==> config.mk <==
export PLATFORM = sky130hd
export DESIGN_NAME = trimmed_mean_filter_top
export DESIGN_NICKNAME = d
export VERILOG_FILES = /design/src/sv/tmf_pkg.sv /design/src/sv/tmf_front.sv /design/src/sv/tmf_queue.sv /design/src/sv/tmf_back.sv /design/src/sv/trimmed_mean_filter_top.sv
export SDC_FILE = /design/constraint.sdc
export NUM_CORES = 1
export LEC_CHECK = 0
export ABC_AREA = 1
export ABC_CLOCK_PERIOD_IN_PS = 4000
export BUFFER_PORTS_ARGS = -buffer_cell sky130_fd_sc_hd__buf_4
export CORE_UTILIZATION = 64
export DETAILED_ROUTE_END_ITERATION = 10
export PLACE_DENSITY = 0.79
export SYNTH_ARGS = -nofsm -noshare
export SYNTH_HDL_FRONTEND = slang
export SYNTH_HIERARCHICAL = 1
export SYNTH_SLANG_ARGS = --single-unit
export TNS_END_PERCENT = 20
==> constraint.sdc <==
create_clock -name aclk -period 4 [get_ports aclk]
set_input_delay 0.2 -clock aclk [delete_from_list [all_inputs] [get_ports aclk]]
set_output_delay 0.2 -clock aclk [all_outputs]
set_load 0.005 [all_outputs]
==> src/sv/tmf_pkg.sv <==
// ---------------------------------------------------------------------------
// tmf_pkg
// Shared constants, types and helpers of the trimmed mean filter.
// ---------------------------------------------------------------------------
package tmf_pkg;

    localparam int MaxSamples = 16;
    localparam int SampleW    = 12;
    localparam int ChanW      = 4;
    localparam int AvgW       = 13;
    localparam int CntRegW    = 5;
    localparam int TrimW      = 4;
    localparam int CntW       = $clog2(MaxSamples + 1);
    localparam int IdxW       = $clog2(MaxSamples);
    localparam int SumW       = SampleW + IdxW;
    localparam int DivStepW   = $clog2(SumW);
    localparam int QDepth     = 4;
    localparam int QPtrW      = $clog2(QDepth);
    localparam int QLvlW      = $clog2(QDepth + 1);
    localparam int CfgIdxW    = 2;
    localparam int CfgDataW   = 8;
    localparam int InTdataW   = 16;
    localparam int OutTdataW  = 24;
    localparam int AvgMax     = 8190;

    localparam logic [CfgIdxW-1:0] RegSampleCount = 2'd0;
    localparam logic [CfgIdxW-1:0] RegTrimCount   = 2'd1;

    localparam logic [CntRegW-1:0] SampleCountRst = 5'd16;
    localparam logic [TrimW-1:0]   TrimCountRst   = 4'd4;

    typedef logic [SampleW-1:0] sample_t;
    typedef logic [ChanW-1:0]   chan_t;

    // live configuration seen by both halves
    typedef struct packed {
        logic [CntW-1:0]  n;
        logic [TrimW-1:0] trim;
    } cfg_t;

    // one queued word, already classified by the front end
    typedef struct packed {
        sample_t sample;
        chan_t   chan;
        logic    first;
        logic    last;
    } qent_t;

    typedef enum logic [3:0] {
        S_LOAD = 4'b0001,
        S_SUM  = 4'b0010,
        S_DIV  = 4'b0100,
        S_WB   = 4'b1000
    } back_state_t;

    // zero counts as one, anything above the store depth saturates
    function automatic logic [CntW-1:0] eff_count(input logic [CntRegW-1:0] c);
        logic [CntW-1:0] r;
        if (c == '0) begin
            r = CntW'(1);
        end else if (int'(c) > MaxSamples) begin
            r = CntW'(MaxSamples);
        end else begin
            r = CntW'(c);
        end
        return r;
    endfunction

endpackage

==> src/sv/tmf_front.sv <==
// ---------------------------------------------------------------------------
// tmf_front
// Accepts sample words, tracks the set fill level and tags each word as
// first and/or last of its set before it enters the queue.
// ---------------------------------------------------------------------------
module tmf_front (
    input  logic                       aclk,
    input  logic                       aresetn,
    input  logic                       in_valid,
    output logic                       in_ready,
    input  tmf_pkg::sample_t           in_sample,
    input  tmf_pkg::chan_t             in_chan,
    input  tmf_pkg::cfg_t              cfg,
    output logic                       q_wr_valid,
    input  logic                       q_wr_ready,
    output tmf_pkg::qent_t             q_wr_ent
);

    logic [tmf_pkg::CntW-1:0] fill_reg, fill_next;
    tmf_pkg::chan_t           tag_reg, tag_next;
    logic                     accept;
    logic                     first;
    logic                     last;
    logic [tmf_pkg::CntW-1:0] fill_inc;

    assign accept     = in_valid && q_wr_ready;
    assign in_ready   = q_wr_ready;
    assign q_wr_valid = in_valid;

    // a fill level at or above the count (count lowered mid-set) restarts the set
    assign first    = (fill_reg >= cfg.n) || (fill_reg == '0);
    assign fill_inc = (first ? '0 : fill_reg) + tmf_pkg::CntW'(1);
    assign last     = (fill_inc >= cfg.n);

    always_comb begin
        fill_next = fill_reg;
        tag_next  = tag_reg;
        if (accept) begin
            fill_next = last ? '0 : fill_inc;
            if (first) begin
                tag_next = in_chan;
            end
        end
    end

    always_comb begin
        q_wr_ent.sample = in_sample;
        q_wr_ent.chan   = first ? in_chan : tag_reg;
        q_wr_ent.first  = first;
        q_wr_ent.last   = last;
    end

    always_ff @(posedge aclk) begin
        if (!aresetn) begin
            fill_reg <= '0;
            tag_reg  <= '0;
        end else begin
            fill_reg <= fill_next;
            tag_reg  <= tag_next;
        end
    end

endmodule

==> src/sv/tmf_queue.sv <==
// ---------------------------------------------------------------------------
// tmf_queue
// Short first-in first-out buffer between the front end and the sorter.
// ---------------------------------------------------------------------------
module tmf_queue (
    input  logic                       aclk,
    input  logic                       aresetn,
    input  logic                       wr_valid,
    output logic                       wr_ready,
    input  tmf_pkg::qent_t             wr_ent,
    output logic                       rd_valid,
    input  logic                       rd_ready,
    output tmf_pkg::qent_t             rd_ent,
    output logic [tmf_pkg::QLvlW-1:0]  level
);

    tmf_pkg::qent_t            store_reg [tmf_pkg::QDepth];
    logic [tmf_pkg::QPtrW-1:0] wr_ptr_reg, wr_ptr_next;
    logic [tmf_pkg::QPtrW-1:0] rd_ptr_reg, rd_ptr_next;
    logic [tmf_pkg::QLvlW-1:0] level_reg, level_next;
    logic                      push;
    logic                      pop;

    assign wr_ready = (level_reg != tmf_pkg::QLvlW'(tmf_pkg::QDepth));
    assign rd_valid = (level_reg != '0);
    assign rd_ent   = store_reg[rd_ptr_reg];
    assign level    = level_reg;
    assign push     = wr_valid && wr_ready;
    assign pop      = rd_valid && rd_ready;

    always_comb begin
        wr_ptr_next = push ? wr_ptr_reg + tmf_pkg::QPtrW'(1) : wr_ptr_reg;
        rd_ptr_next = pop  ? rd_ptr_reg + tmf_pkg::QPtrW'(1) : rd_ptr_reg;
        level_next  = level_reg;
        if (push && !pop) begin
            level_next = level_reg + tmf_pkg::QLvlW'(1);
        end else if (pop && !push) begin
            level_next = level_reg - tmf_pkg::QLvlW'(1);
        end
    end

    always_ff @(posedge aclk) begin
        if (push) begin
            store_reg[wr_ptr_reg] <= wr_ent;
        end
    end

    always_ff @(posedge aclk) begin
        if (!aresetn) begin
            wr_ptr_reg <= '0;
            rd_ptr_reg <= '0;
            level_reg  <= '0;
        end else begin
            wr_ptr_reg <= wr_ptr_next;
            rd_ptr_reg <= rd_ptr_next;
            level_reg  <= level_next;
        end
    end

endmodule

==> src/sv/tmf_back.sv <==
// ---------------------------------------------------------------------------
// tmf_back
// Insertion-sorting cell row, trimmed sum over the sorted row, restoring
// divider and the result output register.
// ---------------------------------------------------------------------------
module tmf_back (
    input  logic                           aclk,
    input  logic                           aresetn,
    input  logic                           q_valid,
    output logic                           q_ready,
    input  tmf_pkg::qent_t                 q_ent,
    input  tmf_pkg::cfg_t                  cfg,
    output logic                           out_valid,
    input  logic                           out_ready,
    output logic [tmf_pkg::AvgW-1:0]       out_avg,
    output tmf_pkg::chan_t                 out_chan,
    output logic                           out_err
);

    localparam int M = tmf_pkg::MaxSamples;

    tmf_pkg::back_state_t         state_reg, state_next;
    logic [tmf_pkg::CntW-1:0]     cnt_reg, cnt_next;
    logic                         out_valid_reg, out_valid_next;

    tmf_pkg::sample_t             cells_reg  [M];
    tmf_pkg::sample_t             cells_next [M];
    logic [M-1:0]                 gt;

    logic [tmf_pkg::CntW-1:0]     k_reg;
    logic [tmf_pkg::CntW-1:0]     n_reg;
    logic [tmf_pkg::CntW-1:0]     lo_reg;
    logic [tmf_pkg::CntW-1:0]     hi_reg;
    logic [tmf_pkg::CntW-1:0]     div_reg;
    logic [tmf_pkg::SumW-1:0]     acc_reg;
    logic [tmf_pkg::SumW-1:0]     quo_reg;
    logic [tmf_pkg::CntW-1:0]     rem_reg;
    logic [tmf_pkg::DivStepW-1:0] step_reg;
    tmf_pkg::chan_t               chan_reg;
    logic                         err_reg;
    logic [tmf_pkg::AvgW-1:0]     avg_out_reg;
    tmf_pkg::chan_t               chan_out_reg;
    logic                         err_out_reg;

    logic                         pop;
    logic [tmf_pkg::CntW-1:0]     cnt_base;
    logic                         err_now;
    logic [tmf_pkg::CntW-1:0]     half_now;
    logic                         in_range;
    logic [tmf_pkg::SumW-1:0]     acc_next;
    logic [tmf_pkg::CntW:0]       rem_sh;
    logic                         ge;
    logic                         sum_done;
    logic                         div_done;
    logic                         wb_go;

    assign q_ready  = (state_reg == tmf_pkg::S_LOAD);
    assign pop      = q_ready && q_valid;
    assign cnt_base = q_ent.first ? '0 : cnt_reg;
    assign err_now  = (int'(cfg.trim) >= int'(cfg.n));
    assign half_now = tmf_pkg::CntW'(cfg.trim >> 1);

    // sorted row: cells below the held count are valid, the rest act as +inf
    for (genvar gi = 0; gi < M; gi++) begin : g_cell
        tmf_pkg::sample_t below;
        tmf_pkg::sample_t above;
        logic             gt_below;
        if (gi == 0) begin : g_bottom
            assign below    = q_ent.sample;
            assign gt_below = 1'b0;
        end else begin : g_mid
            assign below    = cells_reg[gi-1];
            assign gt_below = gt[gi-1];
        end
        if (gi == M - 1) begin : g_top
            assign above = cells_reg[gi];
        end else begin : g_low
            assign above = cells_reg[gi+1];
        end
        assign gt[gi] = (tmf_pkg::CntW'(gi) >= cnt_base) || (cells_reg[gi] > q_ent.sample);
        always_comb begin
            cells_next[gi] = cells_reg[gi];
            if (pop) begin
                cells_next[gi] = gt[gi] ? (gt_below ? below : q_ent.sample) : cells_reg[gi];
            end else if (state_reg == tmf_pkg::S_SUM) begin
                cells_next[gi] = above;
            end
        end
    end

    // ranks below lo and from hi upwards are the trimmed extremes
    assign in_range = (k_reg >= lo_reg) && (k_reg < hi_reg);
    assign acc_next = acc_reg + (in_range ? tmf_pkg::SumW'(cells_reg[0]) : '0);
    assign sum_done = (k_reg == n_reg - tmf_pkg::CntW'(1));

    assign rem_sh   = {rem_reg, quo_reg[tmf_pkg::SumW-1]};
    assign ge       = (rem_sh >= {1'b0, div_reg});
    assign div_done = (step_reg == tmf_pkg::DivStepW'(tmf_pkg::SumW - 1));

    assign wb_go    = (state_reg == tmf_pkg::S_WB) && (!out_valid_reg || out_ready);

    always_comb begin
        state_next     = state_reg;
        cnt_next       = cnt_reg;
        out_valid_next = out_valid_reg && !out_ready;
        case (state_reg)
            tmf_pkg::S_LOAD: begin
                if (pop) begin
                    cnt_next = cnt_base + tmf_pkg::CntW'(1);
                    if (q_ent.last) begin
                        state_next = err_now ? tmf_pkg::S_WB : tmf_pkg::S_SUM;
                    end
                end
            end
            tmf_pkg::S_SUM: begin
                if (sum_done) begin
                    state_next = tmf_pkg::S_DIV;
                end
            end
            tmf_pkg::S_DIV: begin
                if (div_done) begin
                    state_next = tmf_pkg::S_WB;
                end
            end
            tmf_pkg::S_WB: begin
                if (wb_go) begin
                    out_valid_next = 1'b1;
                    state_next     = tmf_pkg::S_LOAD;
                end
            end
            default: begin
                state_next = tmf_pkg::S_LOAD;
            end
        endcase
    end

    always_ff @(posedge aclk) begin
        for (int i = 0; i < M; i++) begin
            cells_reg[i] <= cells_next[i];
        end
        if (pop && q_ent.last) begin
            n_reg    <= cfg.n;
            lo_reg   <= half_now;
            hi_reg   <= cfg.n - half_now;
            div_reg  <= cfg.n - tmf_pkg::CntW'(cfg.trim);
            chan_reg <= q_ent.chan;
            err_reg  <= err_now;
            k_reg    <= '0;
            acc_reg  <= '0;
        end
        if (state_reg == tmf_pkg::S_SUM) begin
            acc_reg <= acc_next;
            k_reg   <= k_reg + tmf_pkg::CntW'(1);
            if (sum_done) begin
                quo_reg  <= acc_next;
                rem_reg  <= '0;
                step_reg <= '0;
            end
        end
        if (state_reg == tmf_pkg::S_DIV) begin
            rem_reg  <= ge ? tmf_pkg::CntW'(rem_sh - {1'b0, div_reg})
                           : tmf_pkg::CntW'(rem_sh);
            quo_reg  <= {quo_reg[tmf_pkg::SumW-2:0], ge};
            step_reg <= step_reg + tmf_pkg::DivStepW'(1);
        end
        if (wb_go) begin
            avg_out_reg  <= err_reg ? '0 : quo_reg[tmf_pkg::AvgW-1:0];
            chan_out_reg <= chan_reg;
            err_out_reg  <= err_reg;
        end
    end

    always_ff @(posedge aclk) begin
        if (!aresetn) begin
            state_reg     <= tmf_pkg::S_LOAD;
            cnt_reg       <= '0;
            out_valid_reg <= 1'b0;
        end else begin
            state_reg     <= state_next;
            cnt_reg       <= cnt_next;
            out_valid_reg <= out_valid_next;
        end
    end

    assign out_valid = out_valid_reg;
    assign out_avg   = avg_out_reg;
    assign out_chan  = chan_out_reg;
    assign out_err   = err_out_reg;

endmodule

==> src/sv/trimmed_mean_filter_top.sv <==
// ---------------------------------------------------------------------------
// trimmed_mean_filter_top
// Trimmed mean of a set of converter samples per channel.
//
// Input words (s_*) carry one 12-bit sample and its channel. The channel of
// the first word of a set is kept. After sample_count words the set is
// sorted, trim_count/2 values are dropped at each end, the rest summed and
// divided by sample_count - trim_count. One result word (m_*) follows per
// set; m_tuser flags a trim count not below the sample count (average 0).
// Registers must be written on the cfg_* channel by the user only while no
// set is in flight (not enforced by the block): index 0 is sample_count, index 1 is trim_count.
// Each word is sorted into a cell row as it leaves a four-word queue, so
// words are taken one per cycle while the back end is loading. Closing a set
// costs summation over the row, 16 divider steps and one write-back, during
// which the queue absorbs up to four further words before s_tready drops.
// Reset (aresetn low, synchronous) empties the queue, drops any partial set
// and restores sample_count 16, trim_count 4. A stalled receiver holds the
// result in the output register; the next set may load meanwhile.
// ---------------------------------------------------------------------------
module trimmed_mean_filter_top (
    input  logic                            aclk,
    input  logic                            aresetn,
    input  logic                            s_tvalid,
    output logic                            s_tready,
    input  logic [tmf_pkg::InTdataW-1:0]    s_tdata,   // sample[11:0], channel[15:12]
    output logic                            m_tvalid,
    input  logic                            m_tready,
    output logic [tmf_pkg::OutTdataW-1:0]   m_tdata,   // average[12:0], channel_out[16:13], zero
    output logic [0:0]                      m_tuser,   // error[0]
    input  logic                            cfg_valid,
    output logic                            cfg_ready,
    input  logic [tmf_pkg::CfgIdxW-1:0]     cfg_index,
    input  logic [tmf_pkg::CfgDataW-1:0]    cfg_data
);

    logic [tmf_pkg::CntRegW-1:0] sample_count_reg;
    logic [tmf_pkg::TrimW-1:0]   trim_count_reg;
    tmf_pkg::cfg_t               cfg;

    logic                        fq_valid, fq_ready;
    tmf_pkg::qent_t              fq_ent;
    logic                        qb_valid, qb_ready;
    tmf_pkg::qent_t              qb_ent;
    logic [tmf_pkg::QLvlW-1:0]   q_level;

    logic [tmf_pkg::AvgW-1:0]    avg;
    tmf_pkg::chan_t              chan_out;
    logic                        err;

    assign cfg_ready = 1'b1;

    always_ff @(posedge aclk) begin
        if (!aresetn) begin
            sample_count_reg <= tmf_pkg::SampleCountRst;
            trim_count_reg   <= tmf_pkg::TrimCountRst;
        end else if (cfg_valid && cfg_ready) begin
            case (cfg_index)
                tmf_pkg::RegSampleCount: sample_count_reg <= cfg_data[tmf_pkg::CntRegW-1:0];
                tmf_pkg::RegTrimCount:   trim_count_reg   <= cfg_data[tmf_pkg::TrimW-1:0];
                default: begin
                end
            endcase
        end
    end

    assign cfg.n    = tmf_pkg::eff_count(sample_count_reg);
    assign cfg.trim = trim_count_reg;

    tmf_front u_front (
        .aclk       (aclk),
        .aresetn    (aresetn),
        .in_valid   (s_tvalid),
        .in_ready   (s_tready),
        .in_sample  (s_tdata[tmf_pkg::SampleW-1:0]),
        .in_chan    (s_tdata[tmf_pkg::SampleW +: tmf_pkg::ChanW]),
        .cfg        (cfg),
        .q_wr_valid (fq_valid),
        .q_wr_ready (fq_ready),
        .q_wr_ent   (fq_ent)
    );

    tmf_queue u_queue (
        .aclk     (aclk),
        .aresetn  (aresetn),
        .wr_valid (fq_valid),
        .wr_ready (fq_ready),
        .wr_ent   (fq_ent),
        .rd_valid (qb_valid),
        .rd_ready (qb_ready),
        .rd_ent   (qb_ent),
        .level    (q_level)
    );

    tmf_back u_back (
        .aclk      (aclk),
        .aresetn   (aresetn),
        .q_valid   (qb_valid),
        .q_ready   (qb_ready),
        .q_ent     (qb_ent),
        .cfg       (cfg),
        .out_valid (m_tvalid),
        .out_ready (m_tready),
        .out_avg   (avg),
        .out_chan  (chan_out),
        .out_err   (err)
    );

    assign m_tdata = {{(tmf_pkg::OutTdataW - tmf_pkg::AvgW - tmf_pkg::ChanW){1'b0}},
                      chan_out, avg};
    assign m_tuser = err;

    // an error word always carries a zero average
    a_err_zero: assert property (@(posedge aclk) disable iff (!aresetn)
        m_tvalid && m_tuser[0] |-> (m_tdata[tmf_pkg::AvgW-1:0] == '0))
        else $error("error result with non-zero average");

    // the trimmed mean never exceeds twice the largest possible sample value
    a_avg_range: assert property (@(posedge aclk) disable iff (!aresetn)
        m_tvalid |-> (int'(m_tdata[tmf_pkg::AvgW-1:0]) <= tmf_pkg::AvgMax))
        else $error("average out of range");

    // reset leaves no result pending
    a_reset_idle: assert property (@(posedge aclk)
        !aresetn |=> !m_tvalid)
        else $error("result valid straight after reset");

    // queue level stays within depth and full blocks the input
    a_queue_level: assert property (@(posedge aclk) disable iff (!aresetn)
        (int'(q_level) <= tmf_pkg::QDepth) &&
        (s_tready == (q_level != tmf_pkg::QLvlW'(tmf_pkg::QDepth))))
        else $error("queue level inconsistent with input ready");

endmodule
# Word level (Yosys, flattened, before mapping)
# Memories as Yosys holds them, arrays and structs flattened. A register that Yosys moved wholly into a read port is not among the register bits.
# Index checks and enable logic that the tools add are counted.
op_classes:
  add_sub_neg: 13
  magnitude_cmp: 39
  eq_ne: 13
  mux: 98
  reduce_logical: 43
ops:
  columns: ["cell", "count"]
  rows:
  - ["$mux 12", 63]
  - ["$gt 12x12->1", 16]
  - ["$mux 16", 5]
  - ["$mux 5", 11]
  - ["$ge 4x5->1 const A", 8]
  - ["$mux 4", 10]
  - ["$ge 3x5->1 const A", 4]
  - ["$logic_or 1x1->1", 18]
  - ["$add 16x16->16", 1]
  - ["$pmux 4 s4", 1]
  - ["$add 5x1->5 const B", 3]
  - ["$ge 1x5->1 const A", 2]
  - ["$ge 2x5->1 const A", 2]
  - ["$ge 5x5->1", 2]
  - ["$logic_not 5->1", 2]
  - ["$eq 4x4->1 const B", 2]
  - ["$logic_and 1x1->1", 8]
  - ["$reduce_and 2->1", 4]
  - ["$reduce_bool 2->1", 4]
  - ["$ge 6x5->1", 1]
  - ["$mux 3", 2]
  - ["$ne 2x1->1 const B", 3]
  - ["$eq 5x5->1", 1]
  - ["$ge 4x5->1", 1]
  - ["23 further kinds", 32]
word_totals:
  regBits: 122
  ram_bits: 264
  elab_cells: 232
  memories: 2
memory_table:
  columns: ["memory", "words", "width", "rd", "rd_clocked_by_memory_dff", "write_ports", "line_no", "text"]
  rows:
  - ["u_back.cells_reg", 16, 12, 16, 0, 16, "tmf_back.sv:26", "tmf_pkg::sample_t cells_reg [M];"]
  - ["u_queue.store_reg", 4, 18, 1, 1, 1, "tmf_queue.sv:17", "tmf_pkg::qent_t store_reg [tmf_pkg::QDepth];"]

# Logic depth before layout (Yosys ltp)
# Gate-level depths: netlist of the first run.
depth:
  depth_word: 9
  mapped_depth: 22
  depth_no_buf: 22

# Cells and area by module
# The synthesis of the first run kept the hierarchy.
modules_own_cells:
  columns: ["mod", "instances", "cells_each", "area_per_inst_um2", "seq_area_each_um2"]
  rows:
  - ["tmf_back", 1, 2738, 20666.1, 8578.2]
  - ["tmf_queue", 1, 242, 3249.4, 2342.2]
  - ["tmf_front", 1, 139, 924.6, 180.2]
  - ["trimmed_mean_filter_top", 1, 76, 485.5, 180.2]

# Worst setup path after synthesis of the first run
# Ideal clock, no wire load.
synth_path:
  path_kind: "register -> register"
  from: "reg u_back/n_reg[0] in the netlist's numbering"
  to: "reg u_back/quo_reg[0] in the netlist's numbering, enable pin"
  setup_time_ns: 0.442
  t_arrival_ns: 2.923
  required_ns: 3.558
  slack_ns: 0.636
  stages_incl_launch_ff: 10
  path_buffers: 0
  path_cell_list: "edfxtp_1 -> inv_1 -> ha_1 -> nand2_1 -> nand2_1 -> nor2_1 -> nand2_1 -> nor2_1 -> nand2_1 -> o21ai_0"
synth_via:
  elab_chain_len: 4
synth_lines:
  columns: ["item", "line_no", "text"]
  rows:
  - ["start, declared", "tmf_back.sv:31", "logic [tmf_pkg::CntW-1:0] n_reg;"]
  - ["start signal, assigned", "tmf_back.sv:142", "n_reg <= cfg.n;"]
  - ["$sub 5x1->5", "tmf_back.sv:94", "assign sum_done = (k_reg == n_reg - tmf_pkg::CntW'(1));"]
  - ["$eq 5x5->1", "tmf_back.sv:94", null]
  - ["$reduce_bool 2->1 (no source line)", null, null]
  - ["$reduce_and 2->1 (no source line)", null, null]
  - ["end signal, assigned", "tmf_back.sv:155", "quo_reg <= acc_next;"]
  - ["end signal, assigned", "tmf_back.sv:163", "quo_reg <= {quo_reg[tmf_pkg::SumW-2:0], ge};"]
  - ["end, declared", "tmf_back.sv:36", "logic [tmf_pkg::SumW-1:0] quo_reg;"]
# Every way passes these cells.
# A chain may end at the register's enable or synchronous reset.

==> report_table.html, run 1 <==
<table>
<tr><th>Metric</th><th>Value</th></tr>
<tr><th colspan="2">Logic synthesis</th></tr>
<tr><td>Synthesized netlist cell count</td><td>3195</td></tr>
<tr><td>Fraction of synthesized cell area taken by the top area cell type</td><td>41.6%</td></tr>
<tr><td>Most common library cells after synthesis</td><td>1317 x sky130_fd_sc_hd__nand2_1, 461 x sky130_fd_sc_hd__inv_1, 351 x sky130_fd_sc_hd__edfxtp_1, 245 x sky130_fd_sc_hd__ha_1, 193 x sky130_fd_sc_hd__nor2_1</td></tr>
<tr><td>Portion of the post-synthesis area used by sequential elements</td><td>44.5%</td></tr>
<tr><td>Post-synthesis register bit count</td><td>388</td></tr>
<tr><td>Yosys top cell by area</td><td>sky130_fd_sc_hd__edfxtp_1</td></tr>
<tr><td>Top-count cell post-synth</td><td>sky130_fd_sc_hd__nand2_1</td></tr>
<tr><td>Summed instance area of the synthesized netlist</td><td>25300 um2</td></tr>
<tr><td>Unique masters post-synth</td><td>43</td></tr>
<tr><td>Share of flip-flops with an asynchronous set or reset</td><td>0%</td></tr>
<tr><td>Synthesized area divided by synthesized cell count</td><td>7.93 um2</td></tr>
<tr><td>Largest cells by area after synthesis</td><td>sky130_fd_sc_hd__edfxtp_1 42%, sky130_fd_sc_hd__nand2_1 20%, sky130_fd_sc_hd__ha_1 12%</td></tr>
<tr><td>Most used DFF post-synth</td><td>sky130_fd_sc_hd__edfxtp_1</td></tr>
<tr><td>Synthesis warning total</td><td>6</td></tr>
<tr><td>Number of enable flip-flop cells after synthesis</td><td>351</td></tr>
<tr><th colspan="2">STA</th></tr>
<tr><td>Normalized max-slew margin</td><td>19.8%</td></tr>
<tr><td>Number of hold-slack violations in the final timing report</td><td>0</td></tr>
<tr><td>Peak Freq</td><td>265 MHz</td></tr>
<tr><td>Final cycle utilization of the critical path</td><td>94.3%</td></tr>
<tr><td>Slew at the pin closest to its max-slew limit</td><td>1.20 ns</td></tr>
<tr><td>Setup violations, final</td><td>0</td></tr>
<tr><td>Number of max-slew violations in the final report</td><td>0</td></tr>
<tr><td>Clk_skew</td><td>0.0197 ns</td></tr>
<tr><td>Worst hold-check slack</td><td>0.341 ns</td></tr>
<tr><td>Aggregate negative setup slack</td><td>0 ns</td></tr>
<tr><td>RSZ-0062 raised after global routing</td><td>false</td></tr>
<tr><td>Post-layout min period</td><td>3.77 ns</td></tr>
<tr><th colspan="2">Setup path</th></tr>
<tr><td>Cell chain of the critical path</td><td>buf_4 -&gt; o21ai_0 -&gt; o22ai_1 -&gt; inv_1 -&gt; buf_4 -&gt; ha_1 -&gt; nand4_1 -&gt; nor2_1 -&gt; nand2_1 -&gt; nand3_1 -&gt; nand2_1 -&gt; nand2_1 -&gt; nand2_2 -&gt; nand2_1</td></tr>
<tr><td>Data required, critical path</td><td>4.22 ns</td></tr>
<tr><td>Stage delay of the slowest cell on the critical path</td><td>0.56 ns</td></tr>
<tr><td>Dominant cell type by count on the critical path</td><td>sky130_fd_sc_hd__nand2_1</td></tr>
<tr><td>Startpoint Class</td><td>register</td></tr>
<tr><td>Critical Path Sink Type</td><td>register</td></tr>
<tr><td>Crit path max fanout</td><td>12</td></tr>
<tr><td>Crit path DAT</td><td>3.99 ns</td></tr>
<tr><td>Setup Crit Path Kind</td><td>register to register</td></tr>
<tr><td>Critical path's slowest cell</td><td>sky130_fd_sc_hd__dfxtp_1</td></tr>
<tr><th colspan="2">Floorplan</th></tr>
<tr><td>Placement Rows</td><td>72</td></tr>
<tr><td>Area enclosed by the die boundary</td><td>40400 um2</td></tr>
<tr><td>Number of top-level design ports</td><td>59</td></tr>
<tr><td>Effective utilization at floorplan</td><td>65.2%</td></tr>
<tr><td>Core Area</td><td>38800 um2</td></tr>
<tr><td>Die width</td><td>201 um</td></tr>
<tr><td>Die height</td><td>201 um</td></tr>
<tr><th colspan="2">Hold path</th></tr>
<tr><td>Type of the tightest min-delay check</td><td>input port to register</td></tr>
<tr><th colspan="2">Clock tree</th></tr>
<tr><td>Cell at the root of the clock tree</td><td>sky130_fd_sc_hd__clkbuf_16</td></tr>
<tr><td>Number of buffers inserted by post-CTS setup repair</td><td>0</td></tr>
<tr><td>Number of clock buffers inserted by TritonCTS</td><td>44</td></tr>
<tr><td>Clk sinks</td><td>388</td></tr>
<tr><td>Latest clock arrival within the worst-skew pair</td><td>0.60 ns</td></tr>
<tr><td>Count of H-tree levels built during CTS</td><td>2</td></tr>
<tr><td>Clock transition at path regs</td><td>0.06 ns</td></tr>
<tr><td>Clock tree buffer depth</td><td>3</td></tr>
<tr><td>CTS tree</td><td>built</td></tr>
<tr><th colspan="2">GRT</th></tr>
<tr><td>Final global-route overflow total</td><td>0</td></tr>
<tr><td>Wire length of the first global-routing pass</td><td>106000 um</td></tr>
<tr><td>Number of antenna violations at the first check in global routing</td><td>0</td></tr>
<tr><td>Via count of the first global-routing pass</td><td>21500</td></tr>
<tr><td>Overall fraction of global-route tracks in use</td><td>32.8%</td></tr>
<tr><td>Largest net degree at the start of global routing</td><td>106</td></tr>
<tr><th colspan="2">Final layout</th></tr>
<tr><td>Flip-flop count of the largest register, all copies and words added</td><td>192</td></tr>
<tr><td>Fin nets</td><td>3570</td></tr>
<tr><td>Count of inserted antenna diode cells</td><td>0</td></tr>
<tr><td>Share of layout cells above drive strength 1</td><td>7.40%</td></tr>
<tr><td>Area growth from synthesis to layout</td><td>10.5%</td></tr>
<tr><td>Layout Cells excl Fill</td><td>3841</td></tr>
<tr><th colspan="2">Placement</th></tr>
<tr><td>Final RePlAce weighted congestion</td><td>0.922</td></tr>
<tr><td>Post-detail-place hpwl</td><td>45700 um</td></tr>
<tr><td>Post-Place Cells</td><td>3723</td></tr>
<tr><td>PortBufs</td><td>47</td></tr>
<tr><th colspan="2">Detailed routing</th></tr>
<tr><td>DRC violations left</td><td>0</td></tr>
<tr><td>WL per Instance</td><td>17.0 um</td></tr>
<tr><td>Via total after detailed routing</td><td>21200</td></tr>
<tr><td>Count of routing violations after the opening detailed-route iteration</td><td>1920</td></tr>
<tr><td>Total met2 wirelength after detailed routing</td><td>30900 um</td></tr>
<tr><td>Met3 wire len</td><td>5130 um</td></tr>
<tr><td>First-pass iteration count of the detailed router</td><td>5</td></tr>
<tr><td>Post-detailed-route count of antenna-violating nets</td><td>0</td></tr>
<tr><td>Uppermost routed layer</td><td>met4</td></tr>
<tr><td>Via density per instance</td><td>5.53</td></tr>
<tr><td>Routed WL</td><td>65200 um</td></tr>
<tr><td>M1 WL</td><td>27000 um</td></tr>
<tr><th colspan="2">Status</th></tr>
<tr><td>Result of the run</td><td>complete, no violations</td></tr>
<tr><th colspan="2">Run</th></tr>
<tr><td>Number of maximum-capacitance violations</td><td>0</td></tr>
</table>
==> cell families after synthesis <==
| group | share of synthesized area, % |
|---|---|
| simple gates | 26.6 |
| fa+ha+maj | 12.5 |
| other cells | 0.0297 |
| buf+inv | 9.97 |
| xor+xnor | 0.830 |
| flops | 44.5 |
| compound gates | 5.51 |
==> worst max-delay path: cells and delay by family (launching register included) <==
kind	cells	cell delay, ns
AO/OA/AOI/OAI	2	0.61
adder cells (fa/ha/maj)	1	0.34
buffers and inverters	3	0.66
flip-flops	1	0.56
AND/OR/NAND/NOR	8	1.20
==> per-stage QoR <==
step / utilization (%) / setup slack, ns / area [um2]
finish: 72.1 / 0.228 / 28000
floorplan: - / 0.636 / 25300
global placement: 67.4 / 0.378 / 26200
CTS: 72.1 / 0.250 / 28000
detailed placement: 67.4 / 0.265 / 26200
global route: 72.1 / 0.0232 / 28000
==> metal layers <==
| layer | vias up | global-route usage [%] |
|---|---|---|
| li1 | 10300 | - |
| met5 | - | 0 |
| met2 | 828 | 55.0 |
| met1 | 9891 | 42.9 |
| met3 | 165 | 4.42 |
| met4 | 0 | 13.7 |
==> cell type report <==
| cell class | count | area, um2 |
|---|---|---|
| Tap cell | 518 | 648 |
| Multi-Input combinational cell | 2229 | 11600 |
| Inverter | 471 | 1780 |
| Fill cell | 2955 | 10800 |
| Clock buffer | 50 | 1120 |
| Timing Repair Buffer | 155 | 1280 |
| Sequential cell | 388 | 11300 |
| Clock inverter | 30 | 299 |
==> path summary, 6_finish.rpt <==
| check | start | endpoint | slack (ns) | cells past startpoint |
|---|---|---|---|---|
| max | register | u_back/cells_reg[0][28]$_DFFE_PP_ | 0.23 | 14 |
| max reg2reg | register | u_back/cells_reg[0][28]$_DFFE_PP_ | 0.23 | 14 |
| min reg2reg | u_back/chan_reg[0]$_DFFE_PP_ | u_back/out_chan[0]$_DFFE_PP_ | 0.43 | 0 |
| min | s_tdata[5] | u_queue/store_reg[0][11]$_DFFE_PP_ | 0.34 | 2 |
==> timing repair <==
item,4_1_cts,5_1_grt
resized for setup,0,3
setup endpoints to repair,0,4
hold endpoints to repair,89,0
hold buffers,38,0
==> layout by cell type (no fill, tap or decap), drive strengths merged <==
cell type	count
a21oi	100
nand2	1348
nor3	15
dfxtp	37
edfxtp	351
buf	117
and2	2
clkinvlp	1
nand3	83
nand3b	4
conb	8
o21ai	111
nor2	198
nand4	42
inv	468
fa	5
o22ai	18
bufinv	3
ha	245
clkbuf	50
o211ai	3
a211oi	2
o31ai	1
clkinv	29
a21boi	1
o21a	1
dlygate4sd3	38
xor2	11
xnor2	13
a21o	18
Power of run 1 is not shown: default switching activity piles up to over one toggle a cycle in this logic, so the estimate is an artifact.
==> run 2: changes to the inputs <==
SYNTH_HIERARCHICAL = unset   (was 1)
==> run 2 against run 1 <==
  * Die area decreased by 3.7%
  * Critical endpoint is now u_front.fill_reg[3]$_SDFFE_PN0P_
  * Utilization is 0.056 points lower
  * Critical path type unchanged
  * Final cell count shrank 6.0%
  * Sequential cell count is the same
==> report_table.html, run 2 <==
<table>
<tr><th>Metric</th><th>Value</th></tr>
<tr><th colspan="2">Status</th></tr>
<tr><td>Result of the run</td><td>complete, no violations (unchanged)</td></tr>
<tr><th colspan="2">GRT</th></tr>
<tr><td>Overall fraction of global-route tracks in use</td><td>32.7% (was 32.8%)</td></tr>
<tr><td>Largest net degree at the start of global routing</td><td>97 (was 106)</td></tr>
<tr><td>Final global-route overflow total</td><td>0 (unchanged)</td></tr>
<tr><td>Number of antenna violations at the first check in global routing</td><td>0 (unchanged)</td></tr>
<tr><td>Wire length of the first global-routing pass</td><td>101000 um (was 106000 um)</td></tr>
<tr><td>Via count of the first global-routing pass</td><td>20300 (was 21500)</td></tr>
<tr><th colspan="2">Setup path</th></tr>
<tr><td>Startpoint Class</td><td>register (unchanged)</td></tr>
<tr><td>CP bufs+invs</td><td>4 (was 3)</td></tr>
<tr><td>Crit path DAT</td><td>4.23 ns (was 3.99 ns)</td></tr>
<tr><td>Dominant cell type by count on the critical path</td><td>sky130_fd_sc_hd__nand2_1 (unchanged)</td></tr>
<tr><td>Critical path's slowest cell</td><td>sky130_fd_sc_hd__dfxtp_2 (was sky130_fd_sc_hd__dfxtp_1)</td></tr>
<tr><td>Stage delay of the slowest cell on the critical path</td><td>0.43 ns (was 0.56 ns)</td></tr>
<tr><td>Largest delay share family, worst path</td><td>simple AND/OR/NAND/NOR gates (unchanged)</td></tr>
<tr><td>Cell chain of the critical path</td><td>clkinvlp_4 -&gt; o21ai_0 -&gt; ha_1 -&gt; nand2_1 -&gt; nor2_1 -&gt; nand2_1 -&gt; nand2_1 -&gt; nor2_4 -&gt; inv_1 -&gt; nor2_2 -&gt; ha_1 -&gt; nand4_1 -&gt; inv_1 -&gt; nand2_1 -&gt; and2_1 -&gt; ha_1 -&gt; nand2_1 -&gt; o2111ai_1 -&gt; nor2_2 -&gt; buf_4 -&gt; a22oi_1 -&gt; nor2_1 (was buf_4 -&gt; o21ai_0 -&gt; o22ai_1 -&gt; inv_1 -&gt; buf_4 -&gt; ha_1 -&gt; nand4_1 -&gt; nor2_1 -&gt; nand2_1 -&gt; nand3_1 -&gt; nand2_1 -&gt; nand2_1 -&gt; nand2_2 -&gt; nand2_1)</td></tr>
<tr><td>Crit path max fanout</td><td>7 (was 12)</td></tr>
<tr><td>Data required, critical path</td><td>4.46 ns (was 4.22 ns)</td></tr>
<tr><td>Setup Crit Path Kind</td><td>register to register (unchanged)</td></tr>
<tr><td>Critical Path Sink Type</td><td>register (unchanged)</td></tr>
<tr><th colspan="2">STA</th></tr>
<tr><td>Post-layout min period</td><td>3.78 ns (was 3.77 ns)</td></tr>
<tr><td>Peak Freq</td><td>265 MHz (about the same)</td></tr>
<tr><td>Normalized max-slew margin</td><td>17.5% (was 19.8%)</td></tr>
<tr><td>Number of hold-slack violations in the final timing report</td><td>0 (unchanged)</td></tr>
<tr><td>Clk_skew</td><td>0.0166 ns (was 0.0197 ns)</td></tr>
<tr><td>Setup violations, final</td><td>0 (unchanged)</td></tr>
<tr><td>Number of max-slew violations in the final report</td><td>0 (unchanged)</td></tr>
<tr><td>Final cycle utilization of the critical path</td><td>94.4% (was 94.3%)</td></tr>
<tr><td>Slew at the pin closest to its max-slew limit</td><td>1.24 ns (was 1.20 ns)</td></tr>
<tr><td>Aggregate negative setup slack</td><td>0 ns (unchanged)</td></tr>
<tr><th colspan="2">Placement</th></tr>
<tr><td>Final RePlAce weighted congestion</td><td>0.926 (was 0.922)</td></tr>
<tr><td>Post-Place Cells</td><td>3503 (was 3723)</td></tr>
<tr><td>Post-detail-place hpwl</td><td>43000 um (was 45700 um)</td></tr>
<tr><td>PortBufs</td><td>47 (unchanged)</td></tr>
<tr><th colspan="2">Final layout</th></tr>
<tr><td>Final core occ</td><td>72.0% (was 72.1%)</td></tr>
<tr><td>Area growth from synthesis to layout</td><td>11.1% (was 10.5%)</td></tr>
<tr><td>Most frequent cells in the layout</td><td>1218 x sky130_fd_sc_hd__nand2_1, 356 x sky130_fd_sc_hd__inv_1, 351 x sky130_fd_sc_hd__edfxtp_1 (was 1317 x sky130_fd_sc_hd__nand2_1, 461 x sky130_fd_sc_hd__inv_1, 351 x sky130_fd_sc_hd__edfxtp_1)</td></tr>
<tr><td>Count of inserted antenna diode cells</td><td>0 (unchanged)</td></tr>
<tr><td>Share of layout cells above drive strength 1</td><td>7.04% (was 7.40%)</td></tr>
<tr><td>Most common cell after layout, fill and taps aside</td><td>sky130_fd_sc_hd__nand2_1 (unchanged)</td></tr>
<tr><td>Fin nets</td><td>3346 (was 3570)</td></tr>
<tr><td>Flip-flop count of the largest register, all copies and words added</td><td>192 (unchanged)</td></tr>
<tr><td>Layout Cells excl Fill</td><td>3609 (was 3841)</td></tr>
<tr><th colspan="2">Logic synthesis</th></tr>
<tr><td>Largest cells by area after synthesis</td><td>sky130_fd_sc_hd__edfxtp_1 43%, sky130_fd_sc_hd__nand2_1 19%, sky130_fd_sc_hd__ha_1 13% (was sky130_fd_sc_hd__edfxtp_1 42%, sky130_fd_sc_hd__nand2_1 20%, sky130_fd_sc_hd__ha_1 12%)</td></tr>
<tr><td>Post-synthesis register bit count</td><td>388 (unchanged)</td></tr>
<tr><td>Top-count cell post-synth</td><td>sky130_fd_sc_hd__nand2_1 (unchanged)</td></tr>
<tr><td>Area fraction in and, or, nand and nor cells after synthesis</td><td>24.9% (was 26.6%)</td></tr>
<tr><td>Fraction of synthesized cell area in xor and xnor cells</td><td>1.04% (was 0.830%)</td></tr>
<tr><td>Unique masters post-synth</td><td>47 (was 43)</td></tr>
<tr><td>Synthesized netlist cell count</td><td>2976 (was 3195)</td></tr>
<tr><td>Yosys top cell by area</td><td>sky130_fd_sc_hd__edfxtp_1 (unchanged)</td></tr>
<tr><td>Summed instance area of the synthesized netlist</td><td>24400 um2 (was 25300 um2)</td></tr>
<tr><td>Multiplexer fraction of the synthesized cell area</td><td>0% (unchanged)</td></tr>
<tr><td>Combinational family with the most area after synthesis</td><td>simple AND/OR/NAND/NOR gates (unchanged)</td></tr>
<tr><td>Portion of the post-synthesis area used by sequential elements</td><td>46.3% (was 44.5%)</td></tr>
<tr><td>Share of flip-flops with an asynchronous set or reset</td><td>0% (unchanged)</td></tr>
<tr><td>Post-synthesis share of cell area spent on full adders, half adders and majority gates</td><td>13.0% (was 12.5%)</td></tr>
<tr><td>Most used DFF post-synth</td><td>sky130_fd_sc_hd__edfxtp_1 (unchanged)</td></tr>
<tr><td>Most common library cells after synthesis</td><td>1219 x sky130_fd_sc_hd__nand2_1, 356 x sky130_fd_sc_hd__inv_1, 351 x sky130_fd_sc_hd__edfxtp_1, 245 x sky130_fd_sc_hd__ha_1, 161 x sky130_fd_sc_hd__nor2_1 (was 1317 x sky130_fd_sc_hd__nand2_1, 461 x sky130_fd_sc_hd__inv_1, 351 x sky130_fd_sc_hd__edfxtp_1, 245 x sky130_fd_sc_hd__ha_1, 193 x sky130_fd_sc_hd__nor2_1)</td></tr>
<tr><td>Synthesized area divided by synthesized cell count</td><td>8.19 um2 (was 7.93 um2)</td></tr>
<tr><td>Synthesis warning total</td><td>0 (was 6)</td></tr>
<tr><td>Complex-gate fraction of the synthesized area</td><td>7.01% (was 5.51%)</td></tr>
<tr><td>Fraction of synthesized cell area taken by the top area cell type</td><td>43.3% (was 41.6%)</td></tr>
<tr><td>Number of enable flip-flop cells after synthesis</td><td>351 (unchanged)</td></tr>
<tr><th colspan="2">Detailed routing</th></tr>
<tr><td>Count of routing violations after the opening detailed-route iteration</td><td>1827 (was 1920)</td></tr>
<tr><td>First-pass iteration count of the detailed router</td><td>6 (was 5)</td></tr>
<tr><td>Post-detailed-route count of antenna-violating nets</td><td>0 (unchanged)</td></tr>
<tr><td>Via density per instance</td><td>5.69 (was 5.53)</td></tr>
<tr><td>Via total after detailed routing</td><td>20500 (was 21200)</td></tr>
<tr><td>WL per Instance</td><td>17.2 um (was 17.0 um)</td></tr>
<tr><td>Routed WL</td><td>62200 um (was 65200 um)</td></tr>
<tr><td>DRC violations left</td><td>0 (unchanged)</td></tr>
<tr><th colspan="2">Clock tree</th></tr>
<tr><td>CTS tree</td><td>built (unchanged)</td></tr>
<tr><td>Clk sinks</td><td>388 (unchanged)</td></tr>
<tr><td>Count of H-tree levels built during CTS</td><td>2 (unchanged)</td></tr>
<tr><td>Cell at the root of the clock tree</td><td>sky130_fd_sc_hd__clkbuf_16 (unchanged)</td></tr>
<tr><td>Clock transition at path regs</td><td>0.06 ns (about the same)</td></tr>
<tr><td>Clock tree buffer depth</td><td>3 (unchanged)</td></tr>
<tr><td>Number of clock buffers inserted by TritonCTS</td><td>43 (was 44)</td></tr>
<tr><td>Latest clock arrival within the worst-skew pair</td><td>0.58 ns (was 0.60 ns)</td></tr>
<tr><th colspan="2">Floorplan</th></tr>
<tr><td>Die height</td><td>197 um (was 201 um)</td></tr>
<tr><td>Placement Rows</td><td>71 (was 72)</td></tr>
<tr><td>Core Area</td><td>37600 um2 (was 38800 um2)</td></tr>
<tr><td>Number of top-level design ports</td><td>59 (unchanged)</td></tr>
<tr><td>Die width</td><td>197 um (was 201 um)</td></tr>
<tr><td>Effective utilization at floorplan</td><td>64.8% (was 65.2%)</td></tr>
<tr><td>Area enclosed by the die boundary</td><td>38900 um2 (was 40400 um2)</td></tr>
<tr><th colspan="2">Run</th></tr>
<tr><td>Number of maximum-capacitance violations</td><td>0 (unchanged)</td></tr>
<tr><th colspan="2">Hold path</th></tr>
<tr><td>Type of the tightest min-delay check</td><td>input port to register (unchanged)</td></tr>
</table>
[run 2: cell count changes after synthesis, sizes merged, moves of 8 or more]
cell    before   now
a21o        18     5
clkbuf      34    42
a21oi      100   140
a32oi        0    11
nand3       83    70
o22ai       18     5
buf         79    61
inv        468   360
nand2     1348  1233
nor2       198   161
[run 2: logic make-up after synthesis]
group,Yosys count
other,2
and+or+nand+nor,1533
xor gates and xnor gates,29
adders and majority gates,250
DFF,388
buffers and inverters,466
AOI/OAI and AO/OA,308
[run 2: area by class of cell]
| class | count | area (um2) |
|---|---|---|
| clock buffers | 58 | 1160 |
| clock inverters | 20 | 203 |
| fillers | 2787 | 10500 |
| inverters | 363 | 1370 |
| multi-input cells | 2128 | 11300 |
| flip-flops and latches | 388 | 11300 |
| well taps | 511 | 639 |
| repair buffers | 141 | 1150 |
[run 2: tightest hold or removal path, delay by kind of cell]
kind                   cells  cell delay [ns]
buffers and inverters      1             0.08
and+or+nand+nor            1             0.04
AOI/OAI and AO/OA          1             0.20
[run 2: per-layer routing]
layer  wire (um)  share of wire [%]  track usage, %  vias up
met1       25600                 41            41.6     9648
met3        4620                7.4            5.29      202
li1            -                  -               -     9857
met5           0                  0               0        -
met4        2360                3.8            14.5        0
met2       29600                 48            55.0      836
[run 2: final timing paths]
check | from | to | slack (ns) | cells after the start
setup / recovery | sample_count_reg[4]$_SDFFE_PN1P_ | u_front.fill_reg[3]$_SDFFE_PN0P_ | 0.22 | 22
hold / removal | s_tdata[13] | u_queue.store_reg[2][3]$_DFFE_PP_ | 0.11 | 3
setup reg to reg | sample_count_reg[4]$_SDFFE_PN1P_ | u_front.fill_reg[3]$_SDFFE_PN0P_ | 0.22 | 22
hold reg to reg | u_back.chan_reg[3]$_DFFE_PP_ | u_back.out_chan[3]$_DFFE_PP_ | 0.42 | 0
[run 2: repair_timing]
| action | 4_1_cts | 5_1_grt |
|---|---|---|
| setup buffers | 0 | 1 |
| resized for setup | 0 | 8 |
| hold buffers | 27 | 0 |
| endpoints found under the setup margin | 0 | 21 |
| hold endpoints to repair | 66 | 0 |
[run 2: through the flow]
| stage | instance area (um2) | hold slack, ns | setup WS [ns] |
|---|---|---|---|
| 2_1_floorplan | 24400 | 0.299 | 0.233 |
| 3_3_place_gp | 25400 | 0.399 | 0.282 |
| 3_5_place_dp | 25400 | 0.405 | 0.147 |
| 4_1_cts | 27000 | 0.0324 | 0.0439 |
| 5_1_grt | 27100 | 0.132 | -0.00609 |
| 6_report | 27100 | 0.112 | 0.222 |
Power of run 2 is left out for the same reason.
